===== config.mk =====
export PLATFORM = sky130hd
export DESIGN_NAME = fisher_yates_shuffle_engine
export DESIGN_NICKNAME = d
export VERILOG_FILES = /design/src/fys_pkg.sv /design/src/fys_mod_unit.sv /design/src/fisher_yates_shuffle_engine.sv
export SDC_FILE = /design/constraint.sdc
export NUM_CORES = 1
export LEC_CHECK = 0
export BUFFER_PORTS_ARGS = -buffer_cell sky130_fd_sc_hd__buf_2
export CAP_MARGIN = 20
export CORE_ASPECT_RATIO = 0.75
export CORE_MARGIN = 3
export CORE_UTILIZATION = 48
export CTS_CLUSTER_DIAMETER = 120
export DETAILED_ROUTE_END_ITERATION = 12
export REMOVE_ABC_BUFFERS = 1
export SKIP_LAST_GASP = 1
export SYNTH_ARGS = -nofsm -noshare
export SYNTH_HDL_FRONTEND = slang
export SYNTH_SLANG_ARGS = --single-unit

===== constraint.sdc =====
create_clock -name clk -period 7.73 [get_ports clk]
set_input_delay 1.9325 -clock clk [delete_from_list [all_inputs] [get_ports clk]]
set_output_delay 1.9325 -clock clk [all_outputs]
set_load 0.05 [all_outputs]

===== src/fys_pkg.sv =====
// Shared types and constants for the shuffle engine.
`timescale 1ns / 1ps

package fys_pkg;

    localparam int CMD_W        = 2;
    localparam int INDEX_W      = 6;
    localparam int IN_VALUE_W   = 4;
    localparam int OUT_VALUE_W  = 4;
    localparam int WORD_W       = 31;
    localparam int CURSOR_W     = 6;
    localparam int LEN_W        = 7;
    localparam int REM_W        = 6;
    localparam int DIVISOR_W    = 7;
    localparam int STEP_CNT_W   = 5;
    localparam int CURSOR_LIMIT = 64;

    typedef enum logic [CMD_W-1:0] {
        CMD_WRITE   = 2'd0,
        CMD_RESTART = 2'd1,
        CMD_STEP    = 2'd2,
        CMD_READ    = 2'd3
    } fys_cmd_t;

    typedef enum logic [2:0] {
        S_IDLE,
        S_READ_WAIT,
        S_DIVIDE,
        S_READ_J,
        S_SWAP_J,
        S_DONE
    } fys_state_t;

    typedef struct packed {
        logic busy;
        logic done;
    } fys_mod_status_t;

endpackage


===== src/fys_mod_unit.sv =====
// Restoring bit-serial remainder unit: random word mod (cursor + 1).
`timescale 1ns / 1ps

module fys_mod_unit
    import fys_pkg::*;
(
    input  logic                 clk,
    input  logic                 rst_n,
    input  logic                 start,
    input  logic [WORD_W-1:0]    dividend,
    input  logic [DIVISOR_W-1:0] divisor,
    output fys_mod_status_t      status,
    output logic [REM_W-1:0]     remainder
);

    localparam logic [STEP_CNT_W-1:0] LAST_STEP = STEP_CNT_W'(WORD_W - 1);

    logic                  busy_reg, busy_next;
    logic                  done_reg, done_next;
    logic [STEP_CNT_W-1:0] cnt_reg, cnt_next;
    logic [WORD_W-1:0]     shift_reg, shift_next;
    logic [DIVISOR_W-1:0]  divisor_reg, divisor_next;
    logic [REM_W-1:0]      rem_reg, rem_next;
    logic [DIVISOR_W-1:0]  trial;
    logic [DIVISOR_W-1:0]  diff;

    // remainder stays below the divisor (at most 64), so one bit more covers the trial
    assign trial = {rem_reg, shift_reg[WORD_W-1]};
    assign diff  = trial - divisor_reg;

    always_comb
    begin
        busy_next    = busy_reg;
        done_next    = 1'b0;
        cnt_next     = cnt_reg;
        shift_next   = shift_reg;
        divisor_next = divisor_reg;
        rem_next     = rem_reg;
        if (start)
        begin
            busy_next    = 1'b1;
            cnt_next     = '0;
            shift_next   = dividend;
            divisor_next = divisor;
            rem_next     = '0;
        end
        else if (busy_reg)
        begin
            shift_next = {shift_reg[WORD_W-2:0], 1'b0};
            rem_next   = (trial >= divisor_reg) ? diff[REM_W-1:0] : trial[REM_W-1:0];
            cnt_next   = cnt_reg + STEP_CNT_W'(1);
            if (cnt_reg == LAST_STEP)
            begin
                busy_next = 1'b0;
                done_next = 1'b1;
            end
        end
    end

    always_ff @(posedge clk or negedge rst_n)
    begin
        if (!rst_n)
        begin
            busy_reg <= 1'b0;
            done_reg <= 1'b0;
            cnt_reg  <= '0;
        end
        else
        begin
            busy_reg <= busy_next;
            done_reg <= done_next;
            cnt_reg  <= cnt_next;
        end
    end

    always_ff @(posedge clk)
    begin
        shift_reg   <= shift_next;
        divisor_reg <= divisor_next;
        rem_reg     <= rem_next;
    end

    assign status.busy = busy_reg;
    assign status.done = done_reg;
    assign remainder   = rem_reg;

endmodule


===== src/fisher_yates_shuffle_engine.sv =====
// Top level: symbol table memory, shuffle sequencer and result register.
// Sequence per item: write, restart or finished step go straight from idle to done, read
// passes through read wait, shuffle step through divide (the one-bit-per-cycle remainder
// unit), read partner and swap. One item at a time: the next item is taken in the cycle
// after the result is loaded, so a swap step's throughput is bounded by the remainder loop.
// Reset clears the cursor and sets the length to 64 (capped by MAX_ENTRIES);
// table contents are undefined until written.
`timescale 1ns / 1ps

module fisher_yates_shuffle_engine
    import fys_pkg::*;
#(
    parameter int MAX_ENTRIES = 64,
    parameter int VALUE_BITS  = 4
)
(
    input  logic                   clk,
    input  logic                   rst_n,
    input  logic                   config_write,
    input  logic [LEN_W-1:0]       config_data,
    input  logic                   in_valid,
    output logic                   in_stall,
    input  logic [CMD_W-1:0]       command,
    input  logic [INDEX_W-1:0]     index,
    input  logic [IN_VALUE_W-1:0]  value,
    input  logic [WORD_W-1:0]      random_word,
    output logic                   out_valid,
    input  logic                   out_stall,
    output logic [OUT_VALUE_W-1:0] read_value,
    output logic [CURSOR_W-1:0]    cursor_position,
    output logic [CURSOR_W-1:0]    swap_partner,
    output logic                   shuffle_done
);

    // entries above the cursor range can never be addressed
    localparam int STORE_DEPTH = (MAX_ENTRIES < CURSOR_LIMIT) ? MAX_ENTRIES : CURSOR_LIMIT;
    localparam int ADDR_W      = $clog2(STORE_DEPTH);
    localparam logic [LEN_W-1:0] LEN_CAP = LEN_W'(STORE_DEPTH);

    fys_state_t state_reg, state_next;

    logic [CURSOR_W-1:0]    cursor_reg, cursor_next;
    logic [LEN_W-1:0]       len_reg, len_next;
    logic                   out_valid_reg, out_valid_next;

    logic                   in_range_reg;
    logic [OUT_VALUE_W-1:0] res_read_reg;
    logic [CURSOR_W-1:0]    res_partner_reg;
    logic [VALUE_BITS-1:0]  tmp_reg;
    logic [OUT_VALUE_W-1:0] read_value_reg;
    logic [CURSOR_W-1:0]    cursor_position_reg;
    logic [CURSOR_W-1:0]    swap_partner_reg;
    logic                   shuffle_done_reg;

    logic [VALUE_BITS-1:0]  store_mem [STORE_DEPTH];
    logic [VALUE_BITS-1:0]  rdata_reg;

    logic                   mem_we;
    logic [ADDR_W-1:0]      mem_waddr;
    logic [VALUE_BITS-1:0]  mem_wdata;
    logic                   mem_re;
    logic [ADDR_W-1:0]      mem_raddr;

    logic                   accept;
    logic                   in_range;
    logic                   cursor_zero;
    logic                   out_load;
    logic                   mod_start;
    fys_cmd_t               cmd;
    fys_mod_status_t        mod_status;
    logic [REM_W-1:0]       mod_rem;
    logic [DIVISOR_W-1:0]   divisor;

    logic [VALUE_BITS+IN_VALUE_W-1:0]  wr_ext;
    logic [VALUE_BITS+OUT_VALUE_W-1:0] rd_ext;

    assign cmd         = fys_cmd_t'(command);
    assign accept      = in_valid && !in_stall;
    assign in_range    = {1'b0, index} < len_reg;
    assign cursor_zero = (cursor_reg == '0);
    assign divisor     = {1'b0, cursor_reg} + DIVISOR_W'(1);
    assign wr_ext      = {{VALUE_BITS{1'b0}}, value};
    assign rd_ext      = {{OUT_VALUE_W{1'b0}}, rdata_reg};

    fys_mod_unit u_mod (
        .clk       (clk),
        .rst_n     (rst_n),
        .start     (mod_start),
        .dividend  (random_word),
        .divisor   (divisor),
        .status    (mod_status),
        .remainder (mod_rem)
    );

    // next state
    always_comb
    begin
        state_next = state_reg;
        unique case (state_reg)
            S_IDLE:
            begin
                if (accept)
                begin
                    if (cmd == CMD_READ)
                        state_next = S_READ_WAIT;
                    else if (cmd == CMD_STEP && !cursor_zero)
                        state_next = S_DIVIDE;
                    else
                        state_next = S_DONE;
                end
            end
            S_READ_WAIT: state_next = S_DONE;
            S_DIVIDE:
            begin
                if (mod_status.done)
                    state_next = S_READ_J;
            end
            S_READ_J:    state_next = S_SWAP_J;
            S_SWAP_J:    state_next = S_DONE;
            S_DONE:
            begin
                if (out_load)
                    state_next = S_IDLE;
            end
            default:     state_next = S_IDLE;
        endcase
    end

    // control outputs
    always_comb
    begin
        in_stall  = 1'b1;
        mem_we    = 1'b0;
        mem_waddr = cursor_reg[ADDR_W-1:0];
        mem_wdata = rdata_reg;
        mem_re    = 1'b0;
        mem_raddr = cursor_reg[ADDR_W-1:0];
        mod_start = 1'b0;
        out_load  = 1'b0;
        unique case (state_reg)
            S_IDLE:
            begin
                in_stall = 1'b0;
                if (in_valid)
                begin
                    unique case (cmd)
                        CMD_WRITE:
                        begin
                            mem_we    = in_range;
                            mem_waddr = index[ADDR_W-1:0];
                            mem_wdata = wr_ext[VALUE_BITS-1:0];
                        end
                        CMD_READ:
                        begin
                            mem_re    = 1'b1;
                            mem_raddr = index[ADDR_W-1:0];
                        end
                        CMD_STEP:
                        begin
                            mem_re    = !cursor_zero;
                            mod_start = !cursor_zero;
                        end
                        CMD_RESTART: ;
                        default: ;
                    endcase
                end
            end
            S_READ_WAIT: ;
            S_DIVIDE:
            begin
                // entry at the cursor sits in rdata; fetch the partner
                if (mod_status.done)
                begin
                    mem_re    = 1'b1;
                    mem_raddr = mod_rem[ADDR_W-1:0];
                end
            end
            S_READ_J:
            begin
                mem_we    = 1'b1;
                mem_waddr = cursor_reg[ADDR_W-1:0];
                mem_wdata = rdata_reg;
            end
            S_SWAP_J:
            begin
                mem_we    = 1'b1;
                mem_waddr = res_partner_reg[ADDR_W-1:0];
                mem_wdata = tmp_reg;
            end
            S_DONE:
            begin
                out_load = !out_valid_reg || !out_stall;
            end
            default: ;
        endcase
    end

    always_comb
    begin
        cursor_next    = cursor_reg;
        len_next       = len_reg;
        out_valid_next = out_valid_reg;
        if (config_write)
        begin
            if (config_data == '0)
                len_next = LEN_W'(1);
            else if (config_data > LEN_CAP)
                len_next = LEN_CAP;
            else
                len_next = config_data;
        end
        if (accept && cmd == CMD_RESTART)
            cursor_next = CURSOR_W'(len_reg - LEN_W'(1));
        else if (state_reg == S_SWAP_J)
            cursor_next = cursor_reg - CURSOR_W'(1);
        if (out_load)
            out_valid_next = 1'b1;
        else if (!out_stall)
            out_valid_next = 1'b0;
    end

    always_ff @(posedge clk or negedge rst_n)
    begin
        if (!rst_n)
        begin
            state_reg     <= S_IDLE;
            cursor_reg    <= '0;
            len_reg       <= LEN_CAP;
            out_valid_reg <= 1'b0;
        end
        else
        begin
            state_reg     <= state_next;
            cursor_reg    <= cursor_next;
            len_reg       <= len_next;
            out_valid_reg <= out_valid_next;
        end
    end

    // datapath and result registers
    always_ff @(posedge clk)
    begin
        if (accept)
        begin
            in_range_reg    <= in_range;
            res_read_reg    <= '0;
            res_partner_reg <= '0;
        end
        if (state_reg == S_READ_WAIT)
            res_read_reg <= in_range_reg ? rd_ext[OUT_VALUE_W-1:0] : '0;
        if (state_reg == S_DIVIDE && mod_status.done)
        begin
            tmp_reg         <= rdata_reg;
            res_partner_reg <= mod_rem;
        end
        if (out_load)
        begin
            read_value_reg      <= res_read_reg;
            cursor_position_reg <= cursor_reg;
            swap_partner_reg    <= res_partner_reg;
            shuffle_done_reg    <= cursor_zero;
        end
    end

    // symbol table: one write port, one registered read port
    always_ff @(posedge clk)
    begin
        if (mem_we)
            store_mem[mem_waddr] <= mem_wdata;
        if (mem_re)
            rdata_reg <= store_mem[mem_raddr];
    end

    assign out_valid       = out_valid_reg;
    assign read_value      = read_value_reg;
    assign cursor_position = cursor_position_reg;
    assign swap_partner    = swap_partner_reg;
    assign shuffle_done    = shuffle_done_reg;

    // remainder unit only finishes while the sequencer waits for it
    assert property (@(posedge clk) disable iff (!rst_n)
        mod_status.done |-> state_reg == S_DIVIDE)
        else $error("remainder done outside divide state");

    // remainder unit only runs inside the divide state
    assert property (@(posedge clk) disable iff (!rst_n)
        mod_status.busy |-> state_reg == S_DIVIDE)
        else $error("remainder busy outside divide state");

    // swap partner never lies above the cursor
    assert property (@(posedge clk) disable iff (!rst_n)
        state_reg == S_READ_J |-> res_partner_reg <= cursor_reg)
        else $error("swap partner above cursor");

    // a completed swap moves the cursor down by exactly one
    assert property (@(posedge clk) disable iff (!rst_n)
        state_reg == S_SWAP_J |=> cursor_reg == CURSOR_W'($past(cursor_reg) - CURSOR_W'(1)))
        else $error("cursor not decremented after swap");

    // second write of a swap always follows the first
    assert property (@(posedge clk) disable iff (!rst_n)
        state_reg == S_SWAP_J |-> $past(state_reg) == S_READ_J)
        else $error("swap write without partner read");

endmodule

# Word level (Yosys, flattened, before mapping)

Memories as Yosys holds them, arrays and structs flattened. A register that Yosys moved wholly into a read port is not among the register bits.
Cells that the tools add are included.
W data, S select, Z words.

Add/sub/neg operators: 5
Order comparisons: 3
Equality and inequality tests: 13
Multiplexer cells: 52
Reductions and logical operators: 19

Operator list:

| kind                  | number |
|---|---|
| $mux W31              | 2 |
| $mux W6               | 10 |
| $pmux W6 S2           | 2 |
| $mux W4               | 5 |
| $mux W1               | 19 |
| $mux W3               | 5 |
| $pmux W3 S5           | 1 |
| $mux W7               | 2 |
| $sub A6 B1 Y6 const B | 2 |
| $mux W5               | 2 |
| $pmux W4 S2           | 1 |
| $reduce_bool A2 Y1    | 4 |
| $add A6 B1 Y7 const B | 1 |
| $ge A7 B7 Y1          | 1 |
| $gt A7 B7 Y1 const B  | 1 |
| $logic_not A7 Y1      | 1 |
| $lt A6 B7 Y1          | 1 |
| $eq A3 B2 Y1 const B  | 2 |
| $eq A3 B3 Y1 const B  | 2 |
| $logic_not A6 Y1      | 1 |
| $pmux W1 S2           | 3 |
| $sub A6 B6 Y6         | 1 |
| $add A5 B1 Y5 const B | 1 |
| $eq A5 B5 Y1 const B  | 1 |
| other kinds (12)      | 21 |

Bits in registers: 100
Memory bits (writable): 256
Bits of input ports: 55
Output and inout bits: 19
Word-level logic and storage cells: 111
Memories kept: 1

Memories:

| memory    | words | width | read ports | clocked after memory_dff | wr ports | RTL line                          | source |
|---|---|---|---|---|---|---|---|
| store_mem | 64    | 4     | 1          | 1                        | 1        | fisher_yates_shuffle_engine.sv:55 | `logic [VALUE_BITS-1:0] store_mem [STORE_DEPTH];` |

# Logic depth before layout (Yosys ltp)

Gate-level depths: netlist (run 1).

Depth after elaboration: 7
Gate-level depth with buffers: 12
Mapped depth without buffers: 10

# Modules after synthesis

A second synthesis (run 1) with hierarchy kept.

Cell total of the unflattened synthesis: 1254
Area, all modules: 15980.3 um2

Modules (own cells, without submodules):

| module                      | times used | cells an instance | area each (um2) | seq. area each (um2) |
|---|---|---|---|---|
| fisher_yates_shuffle_engine | 1          | 1074              | 13538.0         | 9195.1 |
| fys_mod_unit                | 1          | 180               | 2442.3          | 1436.4 |

# Worst setup path after synthesis (run 1)

No wires, ideal clock.

Path type: input-to-reg
From: input port in_valid
To: memory store_mem[43][0], enable pin
Setup time: 377 ps
Arrival: 3847 ps
Data required time: 7353 ps
Path slack: 3506 ps
Stages: 6
Path buffers: 1
Path through: buf_2 -> nor3b_1 -> o21ai_1 -> a222oi_1 -> inv_1 -> nor4_1

Word-level cells in the longest chain between the ends: 4
Elaborated cells between the ends (all ways): 6
Classes of those cells: 6 x mux

Ends and longest elaborated chain:

| item                          | RTL line                           | source |
|---|---|---|
| start: declaration            | fisher_yates_shuffle_engine.sv:21  | `input logic in_valid,` |
| $mux W1                       | fisher_yates_shuffle_engine.sv:144 | `if (in_valid)` |
| $pmux W1 S2                   | fisher_yates_shuffle_engine.sv:140 | `unique case (state_reg)` |
| $mux W1                       | fisher_yates_shuffle_engine.sv:268 | `if (mem_we)` |
| $mux W1 (implied by the code) | fisher_yates_shuffle_engine.sv:269 | `store_mem[mem_waddr] <= mem_wdata;` |
| end: declaration              | fisher_yates_shuffle_engine.sv:55  |  |

Several ways; a longest one is shown, not always the timed one.

# Worst setup path after layout (run 1)

From: input port in_valid
To: register rdata_reg[2] (read register of store_mem) (data pin)

Word-level cells in the longest chain between the ends: 2
Elaborated cells between the ends (all ways): 4
Classes of those cells: 4 x mux

Ends and longest elaborated chain:

| item                                              | RTL line                           | source |
|---|---|---|
| $mux W6 / $mux W1 (equally long branches)         | fisher_yates_shuffle_engine.sv:144 |  |
| $pmux W6 S2 / $pmux W1 S2 (equally long branches) | fisher_yates_shuffle_engine.sv:140 |  |
| end: declaration                                  | fisher_yates_shuffle_engine.sv:56  | `logic [VALUE_BITS-1:0] rdata_reg;` |

Several ways; a longest one is shown, not always the timed one.
A chain may end at the register's enable or synchronous reset.

==> results of run 1 <==
==> power breakdown <==
group / switching, mW / internal [mW]
sequential: 0.184 / 2.63
combinational: 1.74 / 0.717
clock: 0.749 / 0.963
total: 2.67 / 4.31
==> worst register-to-register path: stages, from the launching register on <==
cell       delay, ps
dfrtp_1          660
nand4bb_4        300
inv_4            110
a32oi_2          730
nand2_4          520
buf_4            580
a211oi_1         380
a2111oi_0        120
a31oi_1          190
o22ai_1          100
or4_1            530
==> cells in the mapped netlist, drive strengths merged, types with 16 or more instances <==
cell type	instances	area share, %
nand2	184	4.4
edfxtp	330	63
ha	17	1.4
clkbuf	29	0.69
mux2	35	2.5
a211oi	25	1.2
dfrtp	23	3.7
nor2	82	2.1
a21oi	21	0.74
inv	30	0.75
o21ai	16	0.51
nor3	36	1.2
buf	32	1.1
and3	23	0.92
mux2i	62	3.9
nand3	80	2.5
==> worst min-delay path by stage <==
stage	slack [ps]	to	start	depth (start not counted)
finish	410	read_value[2]	res_read_reg[2]	0
global route	420	read_value[2]	res_read_reg[2]	0
CTS	410	read_value[1]	res_read_reg[1]	0
detailed placement	400	read_value[1]	res_read_reg[1]	0
global placement	400	read_value[2]	res_read_reg[2]	0
floorplan	400	read_value[0]	res_read_reg[0]	0
==> cell type report <==
| type | instances | area, µm² |
|---|---|---|
| Inverter | 30 | 117.6 |
| Multi-Input combinational cell | 741 | 4710 |
| Clock inverter | 20 | 126.4 |
| Clock buffer | 49 | 1013 |
| Tap cell | 435 | 544.3 |
| Sequential cell | 360 | 10630 |
| Timing Repair Buffer | 84 | 451.7 |
| Fill cell | 2659 | 14150 |
==> routing by layer <==
metal	global-route usage [%]	wire length, µm	up-vias
met4	5.554	886	0
met3	4.532	3437	71
met2	30.61	15920	424
met5	0	0	-
met1	36.21	19020	4866
li1	-	-	4611
==> per-stage QoR <==
stage,setup slack [ps],hold slack [ps],std cells
6_report,2481,408.4,1719
3_5_place_dp,2014,404.5,1650
5_1_grt,2311,423.3,1719
4_1_cts,2564,413.6,1719
3_3_place_gp,2164,403.4,1649
2_1_floorplan,2464,400.3,1131
==> cell families after synthesis <==
logic type      synth area share, %
compound gates                7.058
xor+xnor                      1.058
fa+ha+maj                     1.480
buf+inv                       2.530
flops                         67.61
mux                           6.453
simple gates                  13.81
==> results.json, run 1 <==
{
  "number_of_ports_placed_on_the_die_boundary": 74,
  "dr_total_vias": 9972,
  "cts_tree": "yes",
  "sequential_to_total_area_share_from_yosys_stat_pct": 67.61,
  "io_buffer_count": 73,
  "std_cell_rows": 56,
  "grt_overflow_total": 0,
  "finalCriticalPeriod_ps": 5249,
  "cts_hold_buf": 0,
  "h_tree_depth": 2,
  "synthesis.area_per_instance_um2": 13.19,
  "grt_max_degree": 65,
  "viasPerCell": 5.801,
  "cts-root-buf": "clkbuf_16",
  "chipHeight_um": 162.7,
  "r2r-start": "state_reg[2]",
  "die-area_um2": 34990,
  "pwr_density_cell_nw_per_um2": 397.0,
  "clkLatencyLatePin_ps": 540,
  "ys_ff_latch": 360,
  "max-cap-violations": 0,
  "cts.sinks": 360,
  "worst-endpoint-arrival_ps": 5510,
  "grt_antenna_before_repair": 0,
  "gp_routability_congestion": 0.8711,
  "largest_register_ff_count": 256,
  "netlist-cell-type-count": 70,
  "grt_pass1_vias": 9561,
  "grt.total_usage_pct": 22.34,
  "layout.cells.most_common_list": "330 x edfxtp_1, 183 x nand2_1, 81 x nor2_1",
  "buffers_inserted_during_post_cts_setup_optimization": 0,
  "class_of_the_most_critical_setup_path": "in2reg",
  "placed_area_um2": 16450,
  "ff_to_ff_end": "rdata_reg[2]",
  "final.period_utilization_pct": 67.91,
  "syn_inst": 1192,
  "path_cells": "buf_2 -> and3_1 -> a32oi_2 -> nand2_4 -> buf_4 -> a211oi_1 -> a2111oi_0 -> a31oi_1 -> o22ai_1 -> or4_1",
  "clock_buffers_created_by_tritoncts": 38,
  "cp.required_ps": 7990,
  "post-layout-total-power_mw": 6.985,
  "cp-start-kind": "input port",
  "timing.reg2reg.worst_path_depth": 10,
  "wire_per_inst_um": 22.84,
  "worst_setup_path_startpoint": "in_valid",
  "cp_top_family": "compound AO/OA/AOI/OAI gates",
  "clock_skew_ps": 26.58,
  "max_freq_ghz": 0.1905,
  "clk_transition_reported_paths_ps": 60,
  "final_core_area_utilization_pct": 55.43,
  "max_stage_delay_ps": 760,
  "worst_ir_drop_vdd_mv": 0.2085,
  "dominantRegCellSynth": "edfxtp_1",
  "cellLeakagePower_nw": 6.392,
  "hold_viol_final": 0,
  "timing.critical_path.depth": 10,
  "reg2reg_setup_slack_ps": 3270,
  "antenna_violating_nets_post_route": 0,
  "crit_path_end": "rdata_reg[2]",
  "final.setup.tns_ps": 0,
  "cts-root-to-sink-buffers": 3,
  "post_cts_resized": 0,
  "drv_slew": 0,
  "wl_um": 39270,
  "synth-warning-count": 0,
  "final_instance_area_um2": 17590,
  "dp.final_hpwl_um": 25540,
  "critical_path.n_buffers_inverters": 2,
  "maxSlewHeadroom_pct": 28.05,
  "drt-pass1-iter-count": 7,
  "final_common_cell": "edfxtp_1",
  "grt_first_pass_wirelength_um": 59460,
  "core_area_um2": 31740,
  "total_inserted_antenna_cells": 0,
  "setup_viol": 0,
  "critical-path-slowest-cell": "a32oi_2",
  "final_layout_size_suffix_gt1_share_pct": 15.19,
  "post_synth_edffs": 330,
  "die-width_um": 215.0,
  "worstMarginPinSlew_ps": 1077,
  "drt_drc_violations_left": 0,
  "layout.nets": 1328,
  "flow.area_growth_from_synthesis_pct": 11.90,
  "critical_path_peak_fanout": 64,
  "drc_marker_count_from_the_first_detailed_route_iteration": 1368,
  "worst_hold_path_type": "reg2reg",
  "run_status": "complete, no violations",
  "rsz_0062_raised_after_global_routing": "no",
  "floorplan.initialDensity_pct": 49.54,
  "mappedNetlistArea_um2": 15720,
  "timing.critical_path.to_type": "flop",
  "asyncSetResetFlopFracSynth_pct": 6.667
}
Power figures use the tool's default switching activity.
==> run 2, diff against run 1 <==
==> constraint.sdc (replaced) <==
create_clock -name clk -period 5.4 [get_ports clk]
set_input_delay 1.35 -clock clk [delete_from_list [all_inputs] [get_ports clk]]
set_output_delay 1.35 -clock clk [all_outputs]
set_load 0.05 [all_outputs]
==> results.json, run 2 (same netlist as run 1, synthesis figures left out) <==
{
  "run_status": "complete, no violations",
  "timing.critical_path.to_type": "flop",
  "worst_ir_drop_vdd_mv": 0.2587,
  "flow.area_growth_from_synthesis_pct": 12.99,
  "dr_total_vias": 10250,
  "critical_path_peak_fanout": 60,
  "grt_max_degree": 65,
  "worstMarginPinSlew_ps": 1073,
  "grt_first_pass_wirelength_um": 61890,
  "cp-start-kind": "input port",
  "path_cells": "buf_2 -> and3_1 -> a32oi_2 -> nand2_4 -> buf_12 -> a211oi_2 -> a31oi_1 -> a31oi_1 -> o22ai_1 -> or4_1",
  "chipHeight_um": 162.7,
  "floorplan.initialDensity_pct": 49.54,
  "buffers_inserted_during_post_cts_setup_optimization": 0,
  "drt-pass1-iter-count": 6,
  "final_common_cell": "edfxtp_1",
  "grt_pass1_vias": 9792,
  "cp_top_family": "compound AO/OA/AOI/OAI gates",
  "h_tree_depth": 2,
  "post_cts_resized": 0,
  "critical_path.n_buffers_inverters": 2,
  "setup_viol": 0,
  "drt_drc_violations_left": 0,
  "max_stage_delay_ps": 660,
  "antenna_violating_nets_post_route": 0,
  "worst_hold_path_type": "reg2reg",
  "viasPerCell": 5.916,
  "layout.nets": 1342,
  "io_buffer_count": 73,
  "drc_marker_count_from_the_first_detailed_route_iteration": 1378,
  "grt.total_usage_pct": 23.39,
  "clkLatencyLatePin_ps": 540,
  "critical-path-slowest-cell": "a32oi_2",
  "place_ws_ps": 840.5,
  "number_of_ports_placed_on_the_die_boundary": 74,
  "final_layout_size_suffix_gt1_share_pct": 16.50,
  "cts_hold_buf": 0,
  "pwr_density_cell_nw_per_um2": 571.0,
  "cp.required_ps": 5680,
  "final.period_utilization_pct": 75.28,
  "die-width_um": 215.0,
  "layout.filler_cells": 2587,
  "multi_input_comb_area_um2": 4710,
  "gp_routability_congestion": 0.9001,
  "maxSlewHeadroom_pct": 28.47,
  "largest_register_ff_count": 256,
  "final.setup.tns_ps": 0,
  "core_area_um2": 31740,
  "cts-root-to-sink-buffers": 3,
  "worst_slack_ps": 1335,
  "die-area_um2": 34990,
  "layout.area.seq_um2": 10630,
  "dp.final_hpwl_um": 27470,
  "worst-endpoint-arrival_ps": 4340,
  "clock_skew_ps": 25.64,
  "cts_tree": "yes",
  "grt_antenna_before_repair": 0,
  "cts.sinks": 360,
  "total_inserted_antenna_cells": 0,
  "cellLeakagePower_nw": 6.499,
  "wire_per_inst_um": 23.65,
  "hold-worst-slack_ps": 416.9,
  "clk_transition_reported_paths_ps": 70,
  "std_cell_rows": 56,
  "drv_slew": 0,
  "finalCriticalPeriod_ps": 4065,
  "layout.cells.most_common_list": "330 x edfxtp_1, 183 x nand2_1, 81 x nor2_1",
  "max-cap-violations": 0,
  "max_freq_ghz": 0.2460,
  "rsz_0062_raised_after_global_routing": "no",
  "class_of_the_most_critical_setup_path": "in2reg",
  "hold_viol_final": 0,
  "cts-root-buf": "clkbuf_16",
  "clock_buffers_created_by_tritoncts": 36,
  "crit_path_frequent_cell": "a31oi_1",
  "grt_overflow_total": 0,
  "wl_um": 40960
}
## run 2: cell count changes in the layout (fill, tap and decap cells not counted), moves of 2 or more
cell      previous run  this run
buf_12               0         3
buf_4               10        22
clkbuf_1            10         8
clkbuf_8             0         2
clkinv_1             9         5
clkinv_2             7        10
## run 2: worst paths after layout
path	from	end	slack [ps]	cells after the start
max in group asynchronous	rst_n	out_valid	4190	1
min in group asynchronous	rst_n	cursor_reg[5]	820	1
max reg2reg	state_reg[1]	store_mem[43][1]	1550	6
min reg2reg	res_read_reg[2]	read_value[2]	420	0
max	in_valid	rdata_reg[2]	1330	10
min	res_read_reg[2]	read_value[2]	420	0
## run 2: metrics by stage
stage	power, mW	instances	area, µm²	util, %
2_1_floorplan	6.337	1131	15440	-
3_5_place_dp	7.652	1663	16570	52.22
5_1_grt	10.65	1732	17770	55.97
3_3_place_gp	7.616	1663	16570	52.22
4_1_cts	10.11	1729	17730	55.85
6_report	10.15	1732	17770	55.97
## run 2: layer usage
metal  share of wire, %  up-vias  track usage, %  routed length (µm)
met3                 12       81           8.187                4823
met5                  0        -               0                   0
met1                 46     5004           36.13               18890
li1                   -     4635               -                   -
met4                2.2        0           6.064                 895
met2                 40      526           31.30               16340
## run 2: where the power goes
group          leakage [nW]  internal, mW  switching, mW
Sequential             3.35          3.76          0.265
Combinational          2.58          1.11           2.54
Clock                 0.574          1.41           1.04
## run 2: final cells by class
cell class                      instances  area share (%)
Clock inverter                         18          0.8170
Timing Repair Buffer                  100           3.430
Clock buffer                           48           5.676
Sequential cell                       360           59.84
Multi-Input combinational cell        741           26.51
Inverter                               30          0.6620
Tap cell                              435           3.064
